<file path="config.mk">
export PLATFORM = sky130hd
export DESIGN_NAME = utf8_to_ucs2_decoder_unit
export DESIGN_NICKNAME = d
export VERILOG_FILES = /design/src/hw/rtl/utf8dec_pkg.sv /design/src/hw/rtl/utf8dec_front.sv /design/src/hw/rtl/utf8dec_queue.sv /design/src/hw/rtl/utf8dec_back.sv /design/src/hw/rtl/utf8_to_ucs2_decoder_unit.sv
export SDC_FILE = /design/constraint.sdc
export NUM_CORES = 1
export LEC_CHECK = 0
export ABC_CLOCK_PERIOD_IN_PS = 20200
export BUFFER_PORTS_ARGS = -buffer_cell sky130_fd_sc_hd__buf_2
export CAP_MARGIN = 20
export CORE_UTILIZATION = 28
export DETAILED_ROUTE_END_ITERATION = 16
export PLACE_DENSITY_LB_ADDON = 0.08
export SYNTH_ARGS = -nofsm -noshare
export SYNTH_HDL_FRONTEND = slang
export SYNTH_SLANG_ARGS = --single-unit
</file>
<file path="constraint.sdc">
create_clock -name i_clk -period 20.2 [get_ports i_clk]
set_input_delay 1.01 -clock i_clk [delete_from_list [all_inputs] [get_ports i_clk]]
set_output_delay 1.01 -clock i_clk [all_outputs]
set_load 0.05 [all_outputs]
</file>
<file path="src/hw/rtl/utf8dec_pkg.sv">
package utf8dec_pkg;

    localparam logic [15:0] UNIT_ERR  = 16'h003F;
    localparam logic [15:0] UNIT_TERM = 16'h0000;
    localparam int unsigned MAX_DATA  = 3;

    typedef struct packed {
        logic [7:0] byte_in;
        logic       end_of_input;
    } t_in;

    typedef struct packed {
        logic [15:0] code_unit;
        logic        final_unit;
    } t_out;

    // All results caused by one input item: up to three data units,
    // optionally followed by the terminator.
    typedef struct packed {
        logic [MAX_DATA-1:0][15:0] units;
        logic [1:0]                n_data;
        logic                      fin;
    } t_bundle;

    function automatic logic is_ascii(input logic [7:0] b);
        return b[7] == 1'b0;
    endfunction

    function automatic logic is_lead2(input logic [7:0] b);
        return (b & 8'hE0) == 8'hC0;
    endfunction

    function automatic logic is_lead3(input logic [7:0] b);
        return (b & 8'hF0) == 8'hE0;
    endfunction

    function automatic logic is_cont(input logic [7:0] b);
        return (b & 8'hC0) == 8'h80;
    endfunction

    function automatic logic is_leadlike(input logic [7:0] b);
        return is_ascii(b) || is_lead2(b) || is_lead3(b);
    endfunction

endpackage

</file>
<file path="src/hw/rtl/utf8dec_front.sv">
module utf8dec_front (
    input  logic                 i_clk,
    input  logic                 i_rst_n,
    input  logic                 i_push,
    input  utf8dec_pkg::t_in     i_item,
    input  logic                 i_q_full,
    output logic                 o_full,
    output logic                 o_enq,
    output utf8dec_pkg::t_bundle o_bundle
);
    import utf8dec_pkg::*;

    logic [1:0]      r_held_count, n_held_count;
    logic [7:0]      r_held0, n_held0;
    logic [7:0]      r_held1, n_held1;

    logic [3:0][7:0] w;
    logic [1:0]      n;
    logic [1:0]      pos;
    logic [1:0]      k;
    logic [1:0]      avail;
    logic            done;
    logic            fin;
    logic            accept;
    logic [7:0]      b0, b1, b2;
    logic [MAX_DATA-1:0][15:0] units;

    assign fin    = i_item.end_of_input;
    assign accept = i_push && !i_q_full;
    assign o_full = i_q_full;

    // Decode the window of held bytes plus the new byte. Every pass either
    // emits one unit and consumes at least one byte, or ends the walk, so
    // three passes cover the longest window.
    always_comb begin
        w     = '0;
        n     = 2'd1;
        pos   = 2'd0;
        k     = 2'd0;
        done  = 1'b0;
        units = '0;
        avail = 2'd0;
        b0    = 8'h00;
        b1    = 8'h00;
        b2    = 8'h00;
        case (r_held_count)
            2'd1: begin
                w[0] = r_held0;
                w[1] = i_item.byte_in;
                n    = 2'd2;
            end
            2'd2: begin
                w[0] = r_held0;
                w[1] = r_held1;
                w[2] = i_item.byte_in;
                n    = 2'd3;
            end
            default: begin
                w[0] = i_item.byte_in;
                n    = 2'd1;
            end
        endcase
        for (int it = 0; it < MAX_DATA; it++) begin
            if (!done && pos < n) begin
                b0    = w[pos];
                b1    = w[pos + 2'd1];
                b2    = w[pos + 2'd2];
                avail = n - pos;
                if (is_ascii(b0)) begin
                    units[k] = {8'h00, b0};
                    k        = k + 2'd1;
                    pos      = pos + 2'd1;
                end else if (is_lead2(b0)) begin
                    if (avail < 2'd2) begin
                        if (fin) begin
                            units[k] = UNIT_ERR;
                            k        = k + 2'd1;
                        end
                        done = 1'b1;
                    end else if (is_cont(b1)) begin
                        units[k] = {5'b00000, b0[4:0], b1[5:0]};
                        k        = k + 2'd1;
                        pos      = pos + 2'd2;
                    end else if (is_leadlike(b1)) begin
                        units[k] = UNIT_ERR;
                        k        = k + 2'd1;
                        pos      = pos + 2'd1;
                    end else begin
                        units[k] = UNIT_ERR;
                        k        = k + 2'd1;
                        pos      = pos + 2'd2;
                    end
                end else if (is_lead3(b0)) begin
                    if (avail < 2'd3) begin
                        if (!fin) begin
                            done = 1'b1;
                        end else if (avail < 2'd2) begin
                            units[k] = UNIT_ERR;
                            k        = k + 2'd1;
                            done     = 1'b1;
                        end else if (is_ascii(b1)) begin
                            units[k] = UNIT_ERR;
                            k        = k + 2'd1;
                            pos      = pos + 2'd1;
                        end else begin
                            units[k] = UNIT_ERR;
                            k        = k + 2'd1;
                            done     = 1'b1;
                        end
                    end else if (is_cont(b1) && is_cont(b2)) begin
                        units[k] = {b0[3:0], b1[5:0], b2[5:0]};
                        k        = k + 2'd1;
                        pos      = pos + 2'd3;
                    end else if (is_leadlike(b1)) begin
                        units[k] = UNIT_ERR;
                        k        = k + 2'd1;
                        pos      = pos + 2'd1;
                    end else if (is_leadlike(b2)) begin
                        units[k] = UNIT_ERR;
                        k        = k + 2'd1;
                        pos      = pos + 2'd2;
                    end else begin
                        units[k] = UNIT_ERR;
                        k        = k + 2'd1;
                        pos      = pos + 2'd3;
                    end
                end else begin
                    units[k] = UNIT_ERR;
                    k        = k + 2'd1;
                    pos      = pos + 2'd1;
                end
            end
        end
    end

    always_comb begin
        n_held_count = r_held_count;
        n_held0      = r_held0;
        n_held1      = r_held1;
        if (accept) begin
            if (fin) begin
                n_held_count = 2'd0;
            end else begin
                // A walk that stops short always leaves at most two bytes.
                n_held_count = n - pos;
                n_held0      = w[pos];
                n_held1      = w[pos + 2'd1];
            end
        end
    end

    always_ff @(posedge i_clk) begin
        if (!i_rst_n) begin
            r_held_count <= 2'd0;
        end else begin
            r_held_count <= n_held_count;
        end
    end

    always_ff @(posedge i_clk) begin
        r_held0 <= n_held0;
        r_held1 <= n_held1;
    end

    assign o_enq           = accept && (k != 2'd0 || fin);
    assign o_bundle.units  = units;
    assign o_bundle.n_data = k;
    assign o_bundle.fin    = fin;

endmodule

</file>
<file path="src/hw/rtl/utf8dec_queue.sv">
module utf8dec_queue #(
    parameter int unsigned DEPTH = 2
) (
    input  logic                 i_clk,
    input  logic                 i_rst_n,
    input  logic                 i_enq,
    input  utf8dec_pkg::t_bundle i_bundle,
    input  logic                 i_deq,
    output logic                 o_full,
    output logic                 o_valid,
    output utf8dec_pkg::t_bundle o_head
);
    import utf8dec_pkg::*;

    localparam int unsigned PTR_W = (DEPTH > 1) ? $clog2(DEPTH) : 1;
    localparam int unsigned CNT_W = $clog2(DEPTH + 1);
    localparam logic [PTR_W-1:0] LAST_PTR = PTR_W'(DEPTH - 1);
    localparam logic [CNT_W-1:0] FULL_CNT = CNT_W'(DEPTH);

    t_bundle          r_mem [DEPTH];
    logic [PTR_W-1:0] r_wr_ptr, n_wr_ptr;
    logic [PTR_W-1:0] r_rd_ptr, n_rd_ptr;
    logic [CNT_W-1:0] r_count, n_count;
    logic             do_enq;
    logic             do_deq;

    assign o_full  = (r_count == FULL_CNT);
    assign o_valid = (r_count != '0);
    assign o_head  = r_mem[r_rd_ptr];
    assign do_enq  = i_enq && !o_full;
    assign do_deq  = i_deq && o_valid;

    always_comb begin
        n_wr_ptr = r_wr_ptr;
        n_rd_ptr = r_rd_ptr;
        n_count  = r_count;
        if (do_enq) begin
            n_wr_ptr = (r_wr_ptr == LAST_PTR) ? '0 : r_wr_ptr + PTR_W'(1);
        end
        if (do_deq) begin
            n_rd_ptr = (r_rd_ptr == LAST_PTR) ? '0 : r_rd_ptr + PTR_W'(1);
        end
        if (do_enq && !do_deq) begin
            n_count = r_count + CNT_W'(1);
        end else if (do_deq && !do_enq) begin
            n_count = r_count - CNT_W'(1);
        end
    end

    always_ff @(posedge i_clk) begin
        if (!i_rst_n) begin
            r_wr_ptr <= '0;
            r_rd_ptr <= '0;
            r_count  <= '0;
        end else begin
            r_wr_ptr <= n_wr_ptr;
            r_rd_ptr <= n_rd_ptr;
            r_count  <= n_count;
        end
    end

    always_ff @(posedge i_clk) begin
        if (do_enq) begin
            r_mem[r_wr_ptr] <= i_bundle;
        end
    end

endmodule

</file>
<file path="src/hw/rtl/utf8dec_back.sv">
module utf8dec_back (
    input  logic                 i_clk,
    input  logic                 i_rst_n,
    input  logic                 i_valid,
    input  utf8dec_pkg::t_bundle i_head,
    input  logic                 i_pop,
    output logic                 o_deq,
    output logic                 o_empty,
    output utf8dec_pkg::t_out    o_item
);
    import utf8dec_pkg::*;

    logic [1:0] r_sub, n_sub;
    logic [2:0] total;
    logic       is_data;
    logic       take;
    logic       last;

    assign total   = {1'b0, i_head.n_data} + {2'b00, i_head.fin};
    assign is_data = (r_sub < i_head.n_data);
    assign last    = ({1'b0, r_sub} + 3'd1 == total);
    assign take    = i_pop && i_valid;

    assign o_empty           = !i_valid;
    assign o_item.code_unit  = is_data ? i_head.units[r_sub] : UNIT_TERM;
    assign o_item.final_unit = !is_data;
    assign o_deq             = take && last;

    // Walk through the units of the head bundle one item at a time.
    always_comb begin
        n_sub = r_sub;
        if (take) begin
            n_sub = last ? 2'd0 : r_sub + 2'd1;
        end
    end

    always_ff @(posedge i_clk) begin
        if (!i_rst_n) begin
            r_sub <= 2'd0;
        end else begin
            r_sub <= n_sub;
        end
    end

endmodule

</file>
<file path="src/hw/rtl/utf8_to_ucs2_decoder_unit.sv">
// UTF-8 to UCS-2 decoder. Bytes go in through a push/full port, one byte per
// item together with an end-of-input flag; 16-bit code units come out through an
// empty/pop port. One-, two- and three-byte sequences decode to their value,
// malformed or truncated sequences give 0x003F, and after the byte flagged as
// last a zero unit with final_unit set closes the stream. The front end takes
// one byte every cycle unless full and decodes it at once against the up to two
// bytes it holds back; all units caused by that byte go into a QUEUE_DEPTH-entry
// queue as one entry. The back end hands out one unit per cycle while pop is
// high, so a byte yields zero to four output items and the sustained input rate
// is one byte per cycle whenever each byte yields at most one unit. full rises
// only when the queue holds QUEUE_DEPTH entries still being drained.
module utf8_to_ucs2_decoder_unit #(
    parameter int unsigned QUEUE_DEPTH = 2
) (
    input  logic              i_clk,
    input  logic              i_rst_n,
    input  logic              i_push,
    input  utf8dec_pkg::t_in  i_item,
    output logic              o_full,
    output logic              o_empty,
    input  logic              i_pop,
    output utf8dec_pkg::t_out o_item
);
    import utf8dec_pkg::*;

    t_bundle enq_bundle;
    t_bundle head_bundle;
    logic    enq;
    logic    deq;
    logic    q_full;
    logic    q_valid;

    utf8dec_front u_front (
        .i_clk    (i_clk),
        .i_rst_n  (i_rst_n),
        .i_push   (i_push),
        .i_item   (i_item),
        .i_q_full (q_full),
        .o_full   (o_full),
        .o_enq    (enq),
        .o_bundle (enq_bundle)
    );

    utf8dec_queue #(
        .DEPTH (QUEUE_DEPTH)
    ) u_queue (
        .i_clk    (i_clk),
        .i_rst_n  (i_rst_n),
        .i_enq    (enq),
        .i_bundle (enq_bundle),
        .i_deq    (deq),
        .o_full   (q_full),
        .o_valid  (q_valid),
        .o_head   (head_bundle)
    );

    utf8dec_back u_back (
        .i_clk   (i_clk),
        .i_rst_n (i_rst_n),
        .i_valid (q_valid),
        .i_head  (head_bundle),
        .i_pop   (i_pop),
        .o_deq   (deq),
        .o_empty (o_empty),
        .o_item  (o_item)
    );

`ifndef SYNTHESIS
    a_final_is_zero: assert property (@(posedge i_clk) disable iff (!i_rst_n)
        (!o_empty && o_item.final_unit) |-> (o_item.code_unit == UNIT_TERM))
        else $error("final item carries a nonzero code unit");

    a_full_has_output: assert property (@(posedge i_clk) disable iff (!i_rst_n)
        o_full |-> !o_empty)
        else $error("input side full while no result is waiting");

    a_end_gives_result: assert property (@(posedge i_clk) disable iff (!i_rst_n)
        (i_push && !o_full && i_item.end_of_input) |=> !o_empty)
        else $error("last byte accepted but no result queued");
`endif

endmodule

</file>
# Yosys cells after proc, flatten, opt, wreduce, memory -nomap -nowiden
# Memory sizes are Yosys's and may differ from the RTL's. A register that Yosys moved wholly into a read port is not among the register bits.
# Cells that the tools add are included.
op_classes:
  n_bitwise: 13
  order_cmp: 23
  addsub: 19
  muxes: 151
  reduce_logical: 40
  n_eq_ne: 28
ops:
  columns: ["cell", "n"]
  rows:
  - ["two-way mux 48 bit", 18]
  - ["bitwise mux 48 bit", 6]
  - ["two-way mux 16 bit", 11]
  - ["binary-select mux 8 bit (select 2 bit)", 8]
  - ["two-way mux 2 bit", 62]
  - ["two-way mux 8 bit", 10]
  - ["demux 16 bit (select 2 bit)", 2]
  - ["inverter 30 bit", 2]
  - ["equality test 4 bit, second input constant", 9]
  - ["< comparator 2 x 3 -> 1 bit, second input constant", 11]
  - ["binary-select mux 16 bit (select 2 bit)", 1]
  - ["bitwise AND 10 x 30 -> 30 bit", 1]
  - ["bitwise AND 30 bit", 1]
  - ["two-way mux 1 bit", 29]
  - ["equality test 3 bit, second input constant", 9]
  - ["OR 18 bit", 1]
  - ["OR 6 x 18 -> 18 bit", 1]
  - ["equality test 2 bit, second input constant", 8]
  - ["one-hot mux 8 bit (2 select lines)", 1]
  - ["logical AND 1 bit", 15]
  - ["adder 2 x 1 -> 2 bit, second input constant", 7]
  - ["logical OR 1 bit", 13]
  - ["< comparator 2 bit, second input constant", 6]
  - ["two-way mux 11 bit", 1]
  - ["other kinds (18)", 41]
totals:
  inputBits: 13
  memories: 1
  output_inout_bits: 19
  regBits: 24
  ramBits: 102
memory_table:
  columns: ["memory", "depth", "width", "rd", "rd_ports_with_merged_regs", "wr", "line", "text"]
  rows:
  - ["u_queue.r_mem", 2, 51, 1, 1, 1, "utf8dec_queue.sv:20", "t_bundle r_mem [DEPTH];"]

# Depth between registers and ports, before layout
# Gate-level depths: netlist of run 1.
depth:
  word_depth: 44
  mapped_depth: 38
  ltp_nobuf: 28

# Modules after synthesis
# Synthesis of run 1 repeated with hierarchy kept, for this count alone.
unflattened:
  hier_cells: 1178
  area_unflattened_um2: 10565.1
modules_own_cells:
  columns: ["mod", "area_each_um2", "cells_per_inst", "n_inst", "seq_area_each_um2"]
  rows:
  - ["utf8dec_front", 5967.0, 899, 1, 520.5]
  - ["utf8dec_queue", 3903.7, 184, 1, 3163.0]
  - ["utf8dec_back", 694.4, 95, 1, 40.0]

# Worst setup path after synthesis of run 1
# No wires, ideal clock.
synth_path:
  path_kind: "input to register"
  startpoint: "in i_item[6] (netlist bit)"
  endpoint: "mem u_queue.r_mem[0][0] (netlist bit) (enable)"
  t_arrival_ns: 9.655
  path_stages: 26
  setup_slack_ns: 10.023
  path_cell_list: "a22oi_1 > o211ai_1 > nand3_2 > clkbuf_1 > clkbuf_1 > clkbuf_1 > clkbuf_1 > ha_1 > a21oi_1 > and2_1 > clkbuf_1 > nand3_1 > o21ai_0 > a211o_1 > buf_2 > buf_2 > buf_2 > buf_1 > ha_1 > inv_1 > ha_1 > inv_1 > a21oi_2 > o41a_1 > mux2i_1 > nor3_1"
synth_between:
  elab_chain_len: 39
  word_cells_on_any_way: 117
  classes_between: "add/sub: 7; order compare: 6; eq/ne: 16; mux: 69; bitwise: 2; reduce/logical: 17"
synth_rtl:
  columns: ["element", "line", "text"]
  rows:
  - ["start, declared", "utf8_to_ucs2_decoder_unit.sv:18", "input utf8dec_pkg::t_in i_item,"]
  - ["two-way mux 8 bit", "utf8dec_front.sv:46", "case (r_held_count)"]
  - ["equality test 3 bit", "utf8dec_pkg.sv:30", "return (b & 8'hE0) == 8'hC0;"]
  - ["logical OR 1 bit (2 in series)", "utf8dec_pkg.sv:42", "return is_ascii(b) || is_lead2(b) || is_lead3(b);"]
  - ["two-way mux 1 bit", "utf8dec_front.sv:118", "end else if (is_leadlike(b2)) begin"]
  - ["two-way mux 2 bit", "utf8dec_front.sv:114", "end else if (is_leadlike(b1)) begin"]
  - ["two-way mux 2 bit", "utf8dec_front.sv:110", "end else if (is_cont(b1) && is_cont(b2)) begin"]
  - ["two-way mux 2 bit", "utf8dec_front.sv:94", "if (avail < 2'd3) begin"]
  - ["two-way mux 2 bit", "utf8dec_front.sv:93", "end else if (is_lead3(b0)) begin"]
  - ["(+22 left out)", null, null]
  - ["two-way mux 2 bit", "utf8dec_front.sv:69", "if (is_ascii(b0)) begin"]
  - ["two-way mux 2 bit (*)", "utf8dec_front.sv:64", "if (!done && pos < n) begin"]
  - ["nonzero test 2 bit (*)", "utf8dec_front.sv:165", "assign o_enq = accept && (k != 2'd0 || fin);"]
  - ["logical OR 1 bit (*)", "utf8dec_front.sv:165", null]
  - ["logical AND 1 bit (*)", "utf8dec_front.sv:165", null]
  - ["logical AND 1 bit (*)", "utf8dec_queue.sv:30", "assign do_enq = i_enq && !o_full;"]
  - ["two-way mux 1 bit (*)", "utf8dec_queue.sv:63", "if (do_enq) begin"]
  - ["two-way mux 1 bit (not written as such) (*)", "utf8dec_queue.sv:64", "r_mem[r_wr_ptr] <= i_bundle;"]
  - ["end, declared", "utf8dec_queue.sv:20", null]
# Every way passes the cells marked *; elsewhere a longest branch is shown, timed or not. The select of a mux whose other input is x is not followed.

# Worst setup path after layout of run 1
layout_path:
  startpoint: "reg u_front.r_held_count[0]"
  endpoint: "mem u_queue.r_mem[1][11] (netlist bit) (enable)"
layout_between:
  elab_chain_len: 40
  word_cells_on_any_way: 139
  classes_between: "add/sub: 7; order compare: 9; eq/ne: 20; mux: 80; bitwise: 4; reduce/logical: 19"
layout_rtl:
  columns: ["element", "line", "text"]
  rows:
  - ["start, declared", "utf8dec_front.sv:13", "logic [1:0] r_held_count, n_held_count;"]
  - ["start signal, assigned", "utf8dec_front.sv:156", "r_held_count <= n_held_count;"]
  - ["equality test 2 bit", "utf8dec_front.sv:46", null]
  - ["two-way mux 8 bit", "utf8dec_front.sv:46", null]
  - ["equality test 3 bit / inverter 1 bit (equally long branches)", "utf8dec_pkg.sv:30, utf8dec_pkg.sv:26", null]
  - ["logical OR 1 bit (2 in series)", "utf8dec_pkg.sv:42", null]
  - ["two-way mux 1 bit", "utf8dec_front.sv:118", null]
  - ["two-way mux 2 bit", "utf8dec_front.sv:114", null]
  - ["two-way mux 2 bit", "utf8dec_front.sv:110", null]
  - ["two-way mux 2 bit", "utf8dec_front.sv:94", null]
  - ["(+24 left out)", null, null]
  - ["two-way mux 2 bit (*)", "utf8dec_front.sv:64", null]
  - ["nonzero test 2 bit (*)", "utf8dec_front.sv:165", null]
  - ["logical OR 1 bit (*)", "utf8dec_front.sv:165", null]
  - ["logical AND 1 bit (*)", "utf8dec_front.sv:165", null]
  - ["logical AND 1 bit (*)", "utf8dec_queue.sv:30", null]
  - ["net u_queue.do_enq", "utf8dec_queue.sv:24", "logic do_enq;"]
  - ["two-way mux 1 bit (*)", "utf8dec_queue.sv:63", null]
  - ["two-way mux 1 bit (not written as such) (*)", "utf8dec_queue.sv:64", null]
# Mark *: on every way through the listed nets, which the timed path passes. The rest lies on a longest branch. The select of a mux whose other input is x is not followed.

==> results of run 1 <==
-- kinds of logic (layout without fill, tap and decap cells) --
group	Yosys count	after routing	synth area share, %
buffers and inverters	101	109	4.55
adders and majority gates	19	19	2.40
DFF	127	127	36.4
muxes	98	98	11.9
AOI/OAI and AO/OA	405	405	26.8
xor gates and xnor gates	10	10	0.855
and+or+nand+nor	379	379	17.0
-- layer usage --
metal,GRT usage (%),wire [um],vias up,part of all wire [%]
met1,28.9,17800,4746,45
met2,33.3,18200,380,46
met4,7.05,1010,0,2.6
li1,-,-,4375,-
met3,3.38,2170,52,5.5
met5,0,0,-,0
-- registers in the layout, summed over array words and instances (netlist names), named ones only --
signal and cells:
u_queue.r_rd_ptr 1, u_queue.r_wr_ptr 1, u_queue.r_mem 102, u_front.r_held_count 2
u_front.r_held0 8, u_back.r_sub 2, u_front.r_held1 8, u_queue.r_count 2
-- per-stage QoR --
step | hold slack [ns] | setup slack [ns] | util, %
after floorplan | 0.452 | 10.02 | -
after global placement | 0.489 | 11.60 | 30.2
after detailed placement | 0.497 | 11.40 | 30.2
after CTS | 0.506 | 11.37 | 31.7
after global routing | 0.528 | 10.62 | 31.7
final | 0.500 | 11.27 | 31.7
-- cell type report --
| class | count | area (um^2) |
|---|---|---|
| Clock buffer | 18 | 429 |
| Clock inverter | 13 | 98.8 |
| Fill cell | 3779 | 24400 |
| Inverter | 23 | 88.8 |
| Multi-Input combinational cell | 911 | 6070 |
| Sequential cell | 127 | 3720 |
| Tap cell | 461 | 577 |
| Timing Repair Buffer | 55 | 335 |
-- critical path, cell delays in order, from the launching register on --
cell and delay [ns]:
dfxtp_1 0.39, inv_1 0.08, ha_1 0.31, buf_4 0.44, mux2_1 0.57, nand3_2 0.21, o41ai_2 0.43, a21o_4 0.31
inv_4 0.16, ha_1 0.23, fa_1 0.35, a21oi_1 0.15, and2_1 0.61, o21ai_0 0.30, and2_1 0.27, a21oi_1 0.28
and2_1 0.54, xnor2_1 0.13, ha_1 0.54, inv_1 0.19, a21oi_2 0.45, o41a_1 0.39, mux2i_1 0.16, nor2_1 0.23
and2_2 0.18, buf_4 0.54
-- cell usage in the layout (no fill, tap or decap), types with 7 or more instances in the layout --
cell type,synthesis,routed
nor2_1,131,130
nand2_1,122,122
edfxtp_1,118,118
a21oi_1,106,106
o21ai_0,70,70
mux2i_1,54,54
a22oi_1,35,35
o22ai_1,32,32
buf_2,13,31
nand3_1,30,30
mux2_2,24,24
buf_4,6,24
o211ai_1,19,19
nor3_1,20,19
inv_1,18,18
ha_1,18,18
clkbuf_16,0,17
and2_1,17,16
mux4_2,16,16
a211oi_1,14,14
a221oi_1,13,13
and3_1,11,11
a31oi_1,10,10
nand2b_1,9,9
o21a_1,9,9
o21ai_1,8,8
dfxtp_1,9,8
a21boi_0,7,7
clkinv_1,2,7
a221o_1,7,7
-- final timing paths --
check                               start              endpoint  slack, ns  cells past startpoint
setup / recovery  u_front.r_held_count[0]  u_queue.r_mem[1][11]      11.27                     25
hold / removal           u_queue.r_wr_ptr      u_queue.r_wr_ptr       0.50                      2
setup reg to reg  u_front.r_held_count[0]  u_queue.r_mem[1][11]      11.27                     25
hold reg to reg          u_queue.r_wr_ptr      u_queue.r_wr_ptr       0.50                      2
==> key figures, run 1 <==
Status
  – Outcome: complete, no violations

Routing
  – DRC viols: 0
  – Vias per cell: 5.94
  – Via count: 9553
  – Post-DRT Antenna Nets: 0
  – 1st-iter DRT viols: 941
  – Pre-Repair DR Iteration Count: 5
  – Drt total wl: 39200 um
  – WL/cell: 24.4 um

Place
  – Hpwl dp: 29100 um
  – GPL Wtd Cong: 0.925
  – PortBufs: 31
  – DP Cell Count: 1577
  – Placed cell areas: 10800 um^2

Min path
  – HP Class: reg2reg

Synth
  – Synth Area per Inst: 8.99 um^2
  – Post-synth top cells: nor2_1, nand2_1, edfxtp_1
  – Net Count, Synth: 1171
  – EDFF count, synth: 118
  – FF+latch count, synth: 127
  – Synth area leaders: edfxtp_1, mux2i_1, a21oi_1
  – Post-synthesis cell area: 10200 um^2
  – Main synth FF type: edfxtp_1
  – Synth cell types: 101
  – Top-area cell type share of the netlist area: 34.6%
  – Asr flop ratio synth: 0%
  – Post-synthesis cell count: 1139
  – Most numerous cell in the Yosys netlist: nor2_1
  – Post-synth top area cell: edfxtp_1
  – Synth warn: 0
  – Register area share after synthesis: 36.4%

Clock tree
  – Post_cts resized: 0
  – # H-tree levels: 4
  – Hold_buf cts: 0
  – Clock Tree Root: clkbuf_16
  – Postcts setup bufs: 0
  – Clk sink count: 127
  – CTS Buffer Depth: 2
  – Clk_lat worst skew: 0.43 ns
  – CTS clock-pin slew for the worst setup and hold paths: 0.06 ns
  – Total CTS buffers: 17
  – CTS tree: done

Die
  – Die Height: 193 um
  – Starting Density: 28.6%
  – Die footprint: 37300 um^2
  – Chip width: 193 um
  – Core area: 35700 um^2
  – Row cnt: 69
  – IO Pins: 32

STA
  – Achievable frequency: 0.112 GHz
  – Hold Vio Cnt, Final: 0
  – # setup viols final: 0
  – Setup tns final: 0 ns
  – Worst-margin pin slew: 1.11 ns
  – Max Slew Vio Count: 0
  – Max-slew headroom: 25.3%
  – Period minus WS final: 8.93 ns
  – RSZ-0062 raised after global routing: false
  – Fin crit share: 44.2%
  – Clock Skews: 0.0141 ns

GRT
  – Total grt overflow: 0
  – Vias in the first global route: 9091
  – Largest net degree at the start of global routing: 52
  – GRT Total Usage: 21.0%
  – First-pass GRT wire length: 59100 um
  – Initial antenna violation count: 0

Critical path
  – Data arrival time of the worst path: 8.99 ns
  – Crit end category: register
  – WS Path Type: reg2reg
  – Startpoint Class: register
  – Worst-path maximum fanout: 51
  – CP required: 20.26 ns

Flow run
  – Max-cap viol count: 0

Layout
  – Post-route cell area: 11300 um^2
  – Antenna diodes: 0
  – Share of layout cells above drive strength 1: 14.0%
  – Final nets: 1167
  – Non-filler instance count after layout: 1608
  – Area delta synth->final: 10.7%
Power of run 1 is not shown: default switching activity piles up to over one toggle a cycle in this logic, so the estimate is an artifact.
==> run 2: changes to the inputs <==
--- a/config.mk
+++ b/config.mk
@@ -5,7 +5,7 @@
 export SDC_FILE = /design/constraint.sdc
 export NUM_CORES = 1
 export LEC_CHECK = 0
-export ABC_CLOCK_PERIOD_IN_PS = 20200
+export ABC_CLOCK_PERIOD_IN_PS = 8100
 export BUFFER_PORTS_ARGS = -buffer_cell sky130_fd_sc_hd__buf_2
 export CAP_MARGIN = 20
 export CORE_UTILIZATION = 28
==> constraint.sdc (replaced) <==
create_clock -name i_clk -period 8.1 [get_ports i_clk]
set_input_delay 0.405 -clock i_clk [delete_from_list [all_inputs] [get_ports i_clk]]
set_output_delay 0.405 -clock i_clk [all_outputs]
set_load 0.05 [all_outputs]
==> key figures, run 2 (same netlist as run 1, synthesis figures left out) <==
Min path
  – HP Class: in2reg
  – Hold Crit Start: i_rst_n
  – Hold Path Cell Cnt: 3
  – Hold Path End: u_queue.r_wr_ptr

STA
  – Setup tns final: 0 ns
  – Max Slew Vio Count: 0
  – Fin crit share: 94.5%
  – Final setup margin: 0.444 ns
  – Clock Skews: 0.0137 ns
  – RSZ-0062 raised after global routing: false
  – Max-slew headroom: 29.0%
  – Worst-margin pin slew: 1.06 ns
  – # setup viols final: 0
  – Achievable frequency: 0.131 GHz
  – Period minus WS final: 7.66 ns
  – Hold Vio Cnt, Final: 0

Clock tree
  – Hold_buf cts: 0
  – Postcts setup bufs: 0
  – Clk_lat worst skew: 0.44 ns
  – Post_cts resized: 0
  – # H-tree levels: 4
  – Total CTS buffers: 17
  – CTS Buffer Depth: 2
  – CTS clock-pin slew for the worst setup and hold paths: 0.07 ns
  – Clock Tree Root: clkbuf_16
  – CTS tree: done
  – Clk sink count: 127

Critical path
  – WS Path Type: reg2reg
  – Crit-path cells: inv_1 -> ha_1 -> mux2_4 -> a311oi_2 -> o221a_4 -> a21o_4 -> inv_4 -> ha_1 -> fa_1 -> or2_2 -> o21a_1 -> a221o_2 -> and2_1 -> xnor2_1 -> ha_1 -> buf_4 -> inv_1 -> a21oi_2 -> o41a_1 -> mux2i_1 -> nor2_1 -> and2_2 -> buf_12
  – Worst reg2reg setup slack: 0.44 ns
  – CP max stage delay: 0.70 ns
  – End of the worst register-to-register path: u_queue.r_mem[1][10]
  – Reg2reg path depth: 23
  – Data arrival time of the worst path: 7.78 ns
  – Worst-path maximum fanout: 39
  – CP required: 8.22 ns
  – Startpoint Class: register
  – Worst path top cell family by delay: compound AO/OA/AOI/OAI gates
  – Crit path buf inv count: 5
  – Cell mode on critical path: ha_1
  – Critical path's slowest cell: ha_1
  – Crit end category: register
  – RR Startpoint: u_front.r_held_count[0]

Layout
  – Biggest regs: u_queue.r_mem: 102 flops, u_front.r_held0: 8 flops, u_front.r_held1: 8 flops
  – Max FFs per register: 102
  – Post-route cell area: 11600 um^2
  – Antenna diodes: 0
  – Register bank with the most flops: u_queue.r_mem
  – Non-filler instance count after layout: 1634
  – Fillers: 3840
  – Commonest non-fill, non-tap cell in the layout: nor2_1
  – FF/Latch Area: 3720 um^2
  – Commonest cells after routing, fill and taps aside: nor2_1, nand2_1, edfxtp_1
  – Share of layout cells above drive strength 1: 16.3%
  – Multi-input logic area: 6090 um^2
  – Area delta synth->final: 13.1%
  – Final nets: 1193

Die
  – Die footprint: 37300 um^2
  – IO Pins: 32
  – Core area: 35700 um^2
  – Row cnt: 69
  – Chip width: 193 um
  – Starting Density: 28.6%
  – Die Height: 193 um

Place
  – Worst slack, placed: 0.520 ns
  – Placed cell areas: 11000 um^2
  – DP Cell Count: 1603
  – Hpwl dp: 30000 um
  – PortBufs: 31
  – GPL Wtd Cong: 0.936

Flow run
  – Max-cap viol count: 0

Status
  – Outcome: complete, no violations

GRT
  – First-pass GRT wire length: 60100 um
  – Initial antenna violation count: 0
  – Vias in the first global route: 9457
  – GRT Total Usage: 21.3%
  – Largest net degree at the start of global routing: 52
  – Total grt overflow: 0

Routing
  – Pre-Repair DR Iteration Count: 8
  – Via count: 9558
  – WL/cell: 24.2 um
  – Vias per cell: 5.85
  – DRC viols: 0
  – Post-DRT Antenna Nets: 0
  – Drt total wl: 39600 um
  – 1st-iter DRT viols: 1032
## run 2: cell types whose count changed in the layout (fill, tap and decap cells not counted)
cell | previous run | this run
buf_2 | 31 | 32
buf_4 | 24 | 47
inv_6 | 1 | 2
nor3_1 | 19 | 18
clkinv_2 | 2 | 1
buf_12 | 0 | 2
clkinv_4 | 1 | 2
clkbuf_1 | 1 | 0
clkinvlp_4 | 3 | 5
clkinv_1 | 7 | 5
nor3_4 | 0 | 1
## run 2: worst min-delay path, cell delays in order
cell	delay, ns
buf_2	0.16
nand2_1	0.08
mux2i_1	0.05
## run 2: worst max-delay path by stage
stage | to | cells past startpoint | from
after floorplan | u_queue.r_mem[1][0] | 31 | u_front.r_held_count[0]
after global placement | u_queue.r_mem[1][13] | 23 | u_front.r_held_count[0]
after detailed placement | u_queue.r_mem[1][40] | 23 | u_front.r_held_count[0]
after CTS | u_queue.r_mem[1][29] | 23 | u_front.r_held_count[0]
after global routing | u_queue.r_mem[1][26] | 23 | u_front.r_held_count[0]
final | u_queue.r_mem[1][10] | 23 | u_front.r_held_count[0]
## run 2: routing by layer
layer,share of wire (%),vias up,track usage (%)
met5,0,-,0
li1,-,4433,-
met3,4.3,51,2.84
met2,47,303,34.7
met4,2.6,0,7.79
met1,46,4771,28.7
## run 2: layout make-up
class                           instances  share of cell area [%]
Sequential cell                       127                    32.2
Inverter                               23                   0.768
Tap cell                              461                    4.98
Clock buffer                           17                    3.68
Clock inverter                         14                    1.03
Timing Repair Buffer                   81                    4.78
Multi-Input combinational cell        911                    52.6
## run 2: through the flow
step	util [%]	hold WS (ns)
2_1_floorplan	-	0.476
6_report	32.4	0.313
4_1_cts	32.4	0.294
5_1_grt	32.4	0.332
3_5_place_dp	30.9	0.507
3_3_place_gp	30.8	0.500
Power of run 2 is left out for the same reason.
